==> config.mk <==
export PLATFORM = sky130hd
export DESIGN_NAME = sfa_ctrl
export DESIGN_NICKNAME = d
export VERILOG_FILES = /design/src/hw/rtl/sfa_pkg.sv /design/src/hw/rtl/sfa_ctrl.sv
export SDC_FILE = /design/constraint.sdc
export NUM_CORES = 1
export LEC_CHECK = 0
export ABC_AREA = 1
export ABC_CLOCK_PERIOD_IN_PS = 1700
export BUFFER_PORTS_ARGS = -buffer_cell sky130_fd_sc_hd__buf_2
export CAP_MARGIN = 10
export CORE_AREA = 2 2 39 41
export CTS_CLUSTER_DIAMETER = 30
export CTS_CLUSTER_SIZE = 28
export DETAILED_ROUTE_END_ITERATION = 7
export DIE_AREA = 0 0 41 43
export PLACE_DENSITY = 0.57
export SETUP_SLACK_MARGIN = 0.02
export SLEW_MARGIN = 20
export SYNTH_ARGS = -nofsm -noshare
export SYNTH_HDL_FRONTEND = slang
export SYNTH_SLANG_ARGS = --single-unit
export TNS_END_PERCENT = 100
==> constraint.sdc <==
create_clock -name i_clk -period 1.7 [get_ports i_clk]
set_input_delay 0.17 -clock i_clk [delete_from_list [all_inputs] [get_ports i_clk]]
set_output_delay 0.17 -clock i_clk [all_outputs]
set_load 0.01 [all_outputs]
==> src/hw/rtl/sfa_pkg.sv <==
// Package: constants, types and gain table of the spectrum frame averager
package sfa_pkg;
    localparam int NumPixels = 288;
    localparam int PixBits   = 9;
    localparam int SampBits  = 12;
    localparam int SumBits   = 20;
    localparam int CntBits   = 9;
    localparam int ExpBits   = 20;
    localparam int MaxFrames = 256;
    localparam int DivSteps  = SumBits;

    // register indexes
    localparam logic [2:0] RegWinFirst = 3'd0;
    localparam logic [2:0] RegWinEnd   = 3'd1;
    localparam logic [2:0] RegFrames   = 3'd2;
    localparam logic [2:0] RegDark     = 3'd3;
    localparam logic [2:0] RegOverLim  = 3'd4;
    localparam logic [2:0] RegAutoExp  = 3'd5;
    localparam logic [2:0] RegStartExp = 3'd6;

    // controller to datapath commands
    typedef struct packed {
        logic load;      // capture input item, read sum
        logic add;       // form saturated total
        logic div_start; // seed divider
        logic div_step;  // one restoring step
        logic mult;      // dark subtract and multiply
        logic finish;    // saturate, update state, write sum, load output
    } t_cmd;

    // datapath to controller status
    typedef struct packed {
        logic inwin;
        logic last;
    } t_stat;

    typedef struct packed {
        logic [PixBits-1:0] out_pixel;
        logic [15:0]        corrected_value;
        logic               value_valid;
        logic               frame_done;
        logic               discard_frame;
        logic [ExpBits-1:0] exposure_now;
        logic [PixBits-1:0] peak_pos;
    } t_result;

    function automatic logic [16:0] gain_of(input logic [PixBits-1:0] p);
        logic [16:0] g;
        if (p < 9'd13)       g = 17'd389;
        else begin
            unique case (p)
                9'd13: g=381; 9'd14: g=374; 9'd15: g=366; 9'd16: g=358; 9'd17: g=351;
                9'd18: g=343; 9'd19: g=338; 9'd20: g=330; 9'd21: g=325; 9'd22: g=317;
                9'd23: g=312; 9'd24: g=307; 9'd25: g=302; 9'd26: g=297; 9'd27: g=292;
                9'd28: g=287; 9'd29: g=282; 9'd30: g=279; 9'd31: g=274; 9'd32: g=269;
                9'd33: g=266; 9'd34,9'd35,9'd36,9'd37,9'd38,9'd39: g=261;
                9'd40,9'd41,9'd42,9'd43,9'd44,9'd45,9'd46,9'd47,9'd48: g=259;
                9'd49,9'd50,9'd51,9'd52,9'd53: g=256;
                9'd54: g=259; 9'd55: g=261; 9'd56: g=266; 9'd57: g=269; 9'd58: g=274;
                9'd59: g=279; 9'd60: g=284; 9'd61: g=289; 9'd62: g=294; 9'd63: g=300;
                9'd64: g=305; 9'd65: g=310; 9'd66: g=315; 9'd67: g=320; 9'd68: g=328;
                9'd69: g=333; 9'd70: g=340; 9'd71: g=346; 9'd72: g=353; 9'd73: g=361;
                9'd74: g=369; 9'd75,9'd76: g=371; 9'd77: g=374; 9'd78,9'd79: g=376;
                9'd80: g=379; 9'd81: g=381; 9'd82,9'd83: g=384; 9'd84: g=387;
                9'd85: g=389; 9'd86,9'd87: g=392; 9'd88: g=394; 9'd89: g=397;
                9'd90: g=399; 9'd91,9'd92: g=402; 9'd93: g=404; 9'd94: g=407;
                9'd95,9'd96,9'd97,9'd98: g=410;
                9'd99,9'd100,9'd101,9'd102,9'd103: g=412;
                9'd104,9'd105,9'd106,9'd107,9'd108: g=415;
                9'd109,9'd110,9'd111,9'd112,9'd113: g=417;
                9'd114,9'd115,9'd116,9'd117: g=420;
                9'd118: g=422; 9'd119: g=428; 9'd120: g=430; 9'd121: g=433;
                9'd122: g=438; 9'd123: g=440; 9'd124: g=445; 9'd125: g=448;
                9'd126: g=453; 9'd127: g=456; 9'd128: g=461; 9'd129: g=463;
                9'd130: g=468; 9'd131: g=474; 9'd132: g=476; 9'd133: g=481;
                9'd134: g=486; 9'd135: g=489; 9'd136: g=494; 9'd137: g=499;
                9'd138: g=504; 9'd139: g=509; 9'd140: g=512; 9'd141: g=517;
                9'd142: g=522; 9'd143: g=527; 9'd144: g=532; 9'd145: g=540;
                9'd146: g=548; 9'd147: g=553; 9'd148: g=561; 9'd149: g=568;
                9'd150: g=576; 9'd151: g=584; 9'd152: g=591; 9'd153: g=599;
                9'd154: g=607; 9'd155: g=614; 9'd156: g=622; 9'd157: g=632;
                9'd158: g=640; 9'd159: g=650; 9'd160: g=658; 9'd161: g=668;
                9'd162: g=678; 9'd163: g=689; 9'd164: g=699; 9'd165: g=709;
                9'd166: g=719; 9'd167: g=732; 9'd168: g=742; 9'd169: g=755;
                9'd170: g=768; 9'd171: g=778; 9'd172: g=794; 9'd173: g=804;
                9'd174: g=814; 9'd175: g=824; 9'd176: g=835; 9'd177: g=845;
                9'd178: g=855; 9'd179: g=868; 9'd180: g=878; 9'd181: g=891;
                9'd182: g=901; 9'd183: g=914; 9'd184: g=927; 9'd185: g=940;
                9'd186: g=952; 9'd187: g=968; 9'd188: g=980; 9'd189: g=996;
                9'd190: g=1011; 9'd191: g=1027; 9'd192: g=1042; 9'd193: g=1057;
                9'd194: g=1073; 9'd195: g=1091; 9'd196: g=1106; 9'd197: g=1124;
                9'd198: g=1144; 9'd199: g=1162; 9'd200: g=1180; 9'd201: g=1201;
                9'd202: g=1226; 9'd203: g=1254; 9'd204: g=1283; 9'd205: g=1311;
                9'd206: g=1341; 9'd207: g=1372; 9'd208: g=1405; 9'd209: g=1441;
                9'd210: g=1477; 9'd211: g=1516; 9'd212: g=1554; 9'd213: g=1595;
                9'd214: g=1638; 9'd215: g=1684; 9'd216: g=1733; 9'd217: g=1784;
                9'd218: g=1838; 9'd219: g=1897; 9'd220: g=1956; 9'd221: g=2020;
                9'd222: g=2089; 9'd223: g=2163; 9'd224: g=2240; 9'd225: g=2324;
                9'd226: g=2414; 9'd227: g=2509; 9'd228: g=2614; 9'd229: g=2724;
                9'd230: g=2847; 9'd231: g=2980; 9'd232: g=3123; 9'd233: g=3284;
                9'd234: g=3412; 9'd235: g=3546; 9'd236: g=3689; 9'd237: g=3843;
                9'd238: g=4009; 9'd239: g=4191; 9'd240: g=4388; 9'd241: g=4605;
                9'd242: g=4844; 9'd243: g=5105; 9'd244: g=5396; 9'd245: g=5724;
                9'd246: g=6090; 9'd247: g=6505; 9'd248: g=6979; 9'd249: g=7524;
                9'd250: g=8159; 9'd251: g=8906; 9'd252: g=9802; 9'd253: g=10895;
                9'd254: g=12255; 9'd255: g=13998; 9'd256: g=16305; 9'd257: g=19507;
                9'd258: g=24253; 9'd259: g=32015; 9'd260: g=46996; 9'd261: g=88033;
                default: g = 17'd6656;
            endcase
        end
        return g;
    endfunction

    // tiered exposure step-down, floor of one
    function automatic logic [ExpBits-1:0] step_down(input logic [ExpBits-1:0] e);
        logic [ExpBits-1:0] r;
        if (e > 20'd5000)      r = e - 20'd500;
        else if (e > 20'd3000) r = e - 20'd200;
        else if (e > 20'd1500) r = e - 20'd100;
        else if (e > 20'd1000) r = e - 20'd50;
        else if (e > 20'd500)  r = e - 20'd20;
        else if (e > 20'd250)  r = e - 20'd10;
        else if (e > 20'd1)    r = e - 20'd1;
        else                   r = 20'd1;
        return r;
    endfunction
endpackage

==> src/hw/rtl/sfa_ctrl.sv <==
// Controller: sequences one pixel through read, add, divide and multiply (final-frame window pixels only), finish
module sfa_ctrl (
    input  logic          i_clk,
    input  logic          i_rst_n,
    input  logic          i_in_fire,
    input  logic          i_out_fire,
    input  sfa_pkg::t_stat i_stat,
    output sfa_pkg::t_cmd  o_cmd,
    output logic          o_in_ready,
    output logic          o_out_valid
);
    import sfa_pkg::*;

    typedef enum logic [2:0] {
        S_IDLE, S_READ, S_ADD, S_DIV, S_MULT, S_FIN, S_OUT
    } t_state;

    t_state r_state, n_state;
    logic [4:0] r_cnt, n_cnt;

    always_comb begin
        n_state = r_state;
        n_cnt   = r_cnt;
        o_cmd   = '0;
        unique case (r_state)
            S_IDLE: if (i_in_fire) begin
                o_cmd.load = 1'b1;
                n_state    = S_READ;
            end
            // sum memory read is under way
            S_READ: begin
                n_state = S_ADD;
            end
            S_ADD: begin
                o_cmd.add = 1'b1;
                if (i_stat.inwin && i_stat.last) begin
                    o_cmd.div_start = 1'b1;
                    n_cnt   = 5'd0;
                    n_state = S_DIV;
                end else n_state = S_FIN;
            end
            S_DIV: begin
                o_cmd.div_step = 1'b1;
                n_cnt = r_cnt + 5'd1;
                if (r_cnt == 5'(DivSteps - 1)) n_state = S_MULT;
            end
            S_MULT: begin
                o_cmd.mult = 1'b1;
                n_state    = S_FIN;
            end
            S_FIN: begin
                o_cmd.finish = 1'b1;
                n_state      = S_OUT;
            end
            S_OUT: if (i_out_fire) n_state = S_IDLE;
            default: n_state = S_IDLE;
        endcase
    end

    always_ff @(posedge i_clk) begin
        if (!i_rst_n) begin
            r_state <= S_IDLE;
            r_cnt   <= '0;
        end else begin
            r_state <= n_state;
            r_cnt   <= n_cnt;
        end
    end

    assign o_in_ready  = (r_state == S_IDLE);
    assign o_out_valid = (r_state == S_OUT);
endmodule

==> flow_summary.toml <==
[setup_path]
cp_cell_sequence = "nand2_1 > nor2_4 > buf_2"
start_kind = "register"
ff2ff_path_depth = 7
critPathKind = "register to primary output"
critPathArrivalTime_ns = 1.27
path_buf_inv = 1
crit_required_ns = 1.53
max_stage_delay_ns = 0.54
end_kind = "primary output"
cp_slowest_cell = "dfxtp_1"
crit_cells = 3
cp_top_family = "flip-flops"
critPathMaxFanout = 12

[synthesis]
synth_top_area_cell = "dfxtp_1"
synthFlopType = "dfxtp_1"
syn-cell-area_um2 = 478
synth_top_area_share_pct = 33.5
synth_common_cells = "nand2_1 (14), inv_1 (12), nor2_1 (10), dfxtp_1 (8), a21oi_1 (6)"
ys_ff_latch = 8
ys_seq_area_share_pct = 33.5
ys_warn_count = 0
synth_cells = 74
synth_most_common_cell = "nand2_1"
synth_edf_count = 0
yosys-top-cells-area = "dfxtp_1 (34%), nand2_1 (11%), inv_1 (9.4%), nor2_1 (7.9%), a21oi_1 (6.3%)"
async_flop_share_pct = 0
synthesis.nets = 81
synth_cell_types = 19
synth_area_per_cell_um2 = 6.46

[sta]
rsz0062_at_grt = "no"
hold_slack_ns = 0.182
min_period_ns = 1.44
relSlewSlack_pct = 75.3
period_share_pct = 84.6
fin_skew_ns = 0.00686
tns_ns = 0
finalSetupViolCount = 0
tightest_slew_ns = 0.370
timing.fmax_mhz = 696
hold_viol = 0
maxSlewViolCount = 0

[clock_network]
cts_buffers = 3
cts-htree-levels = 1
cts.sinks = 8
cts_resized = 0
hold_buffers = 0
cts_tree = "yes"
cts.path.max_buffers = 2
clk_latency_ns = 0.25
path_clk_slew_ns = 0.06
post_cts_buffers = 0
clockRootBuffer = "clkbuf_4"

[drt]
drc = 0
vias = 516
wl_per_cell_um = 10.1
ant_nets = 0
drtPass1Iterations = 4
wirelength_mm = 1.07
drt-vias-per-instance = 4.91
drt_iter0_markers = 3

[pwr]
ir_worst_vdd_v = 0.000390
swShare_pct = 31.8
power_uw = 472
p_comb_share_pct = 22.4
p_int_uw = 322
clkPwrFrac_pct = 30.6
power.leakage_nw = 0.300
p_switching_uw = 150
powerDensity_nw_per_um2 = 813
p_seq_share_pct = 47.0

[flow_run]
maxCapViolations = 0

[min_path]
hold_depth = 3
hp-class = "primary input to register"

[cells_and_area]
diodes = 0
regArea_um2 = 160
drive_gt1_share_pct = 23.6
area_growth_pct = 21.5
multi_input_area_um2 = 264
filler_cell_count = 147
nets = 98

[placed_design]
dp.final_hpwl_um = 802
gp_congestion = 0.802
port_buffers = 13

[global_route]
grt_usage_pct = 14.7
grt_first_pass_wirelength_mm = 1.72
grt_pass1_vias = 405
grt_max_degree = 13
antenna_found_initial = 0
gr-total-overflow = 0

[floorplan]
core_um2 = 1380
die_h_um = 43
dieArea_um2 = 1760
initial_core_util_pct = 34.5
rows = 14
io_pins = 14
die_w_um = 41

[outcome]
status = "finished, final reports clean"
-- placed cells by master (no fill, tap or decap), drive strengths merged --
cell and n:
nand3 5, nor2 11, o31ai 1, ha 1, nand4 2, a22oi 2, and3 1, nand2 15
o21ai 4, buf 13, dfxtp 8, inv 13, a21oi 6, nor3 3, clkbuf 3, o21bai 1
-- power groups by stage --
stage	clock network [mW]	logic, mW	registers, mW
5_1_grt	0.162	0.123	0.225
4_1_cts	0.153	0.107	0.222
3_3_place_gp	0	0.105	0.226
3_5_place_dp	0	0.106	0.226
6_report	0.145	0.106	0.222
2_1_floorplan	0	0.0824	0.214
-- stage by stage --
stage               util, %  setup slack, ns  cells  cell area, um^2
floorplan                 -            0.594     74              478
global placement       40.3            0.413    102              558
detailed placement     40.3            0.359    102              558
CTS                    42.0            0.258    105              581
global route           42.0            0.151    105              581
finish                 42.0            0.263    105              581
-- state kept, by name (all words and copies together), names as in the netlist --
| signal | count |
|---|---|
| r_cnt | 5 |
| r_state | 3 |
-- per-layer routing --
layer  share of wire (%)  vias to the layer above  routed length (um)  global-route usage (%)
met5                   0                        -                   0                       0
met1                  46                      229                 495                    18.3
met4                 1.3                        0                  14                    6.00
met2                  47                       13                 503                    21.3
met3                 4.8                        2                  51                    6.28
li1                    -                      272                   -                       -
-- layout make-up --
type	count	share of cell area, %
multi-input cells	52	45.5
flip-flops and latches	8	27.6
repair buffers	13	11.2
inverters	13	8.41
clock buffers	3	3.88
well taps	16	3.45
-- worst register-to-register path, delay by kind of cell (launching register included) --
kind,cells,cell delay [ns]
DFF,1,0.54
buffers and inverters,1,0.05
and+or+nand+nor,5,0.52
AOI/OAI and AO/OA,1,0.14
-- final timing paths --
kind              start    endpoint  slack, ns
max reg2reg  r_state[0]  r_state[2]       0.34
min             i_rst_n    r_cnt[2]       0.18
max          r_state[0]    o_cmd[2]       0.26
min reg2reg    r_cnt[4]    r_cnt[4]       0.50
-- kinds of logic after synthesis --
group | after synthesis | share of synthesized area [%]
and+or+nand+nor | 37 | 35.1
AOI/OAI and AO/OA | 14 | 17.5
buffers and inverters | 14 | 11.3
DFF | 8 | 33.5
adders and majority gates | 1 | 2.62
No activity file was read; power rests on OpenSTA's default activity.
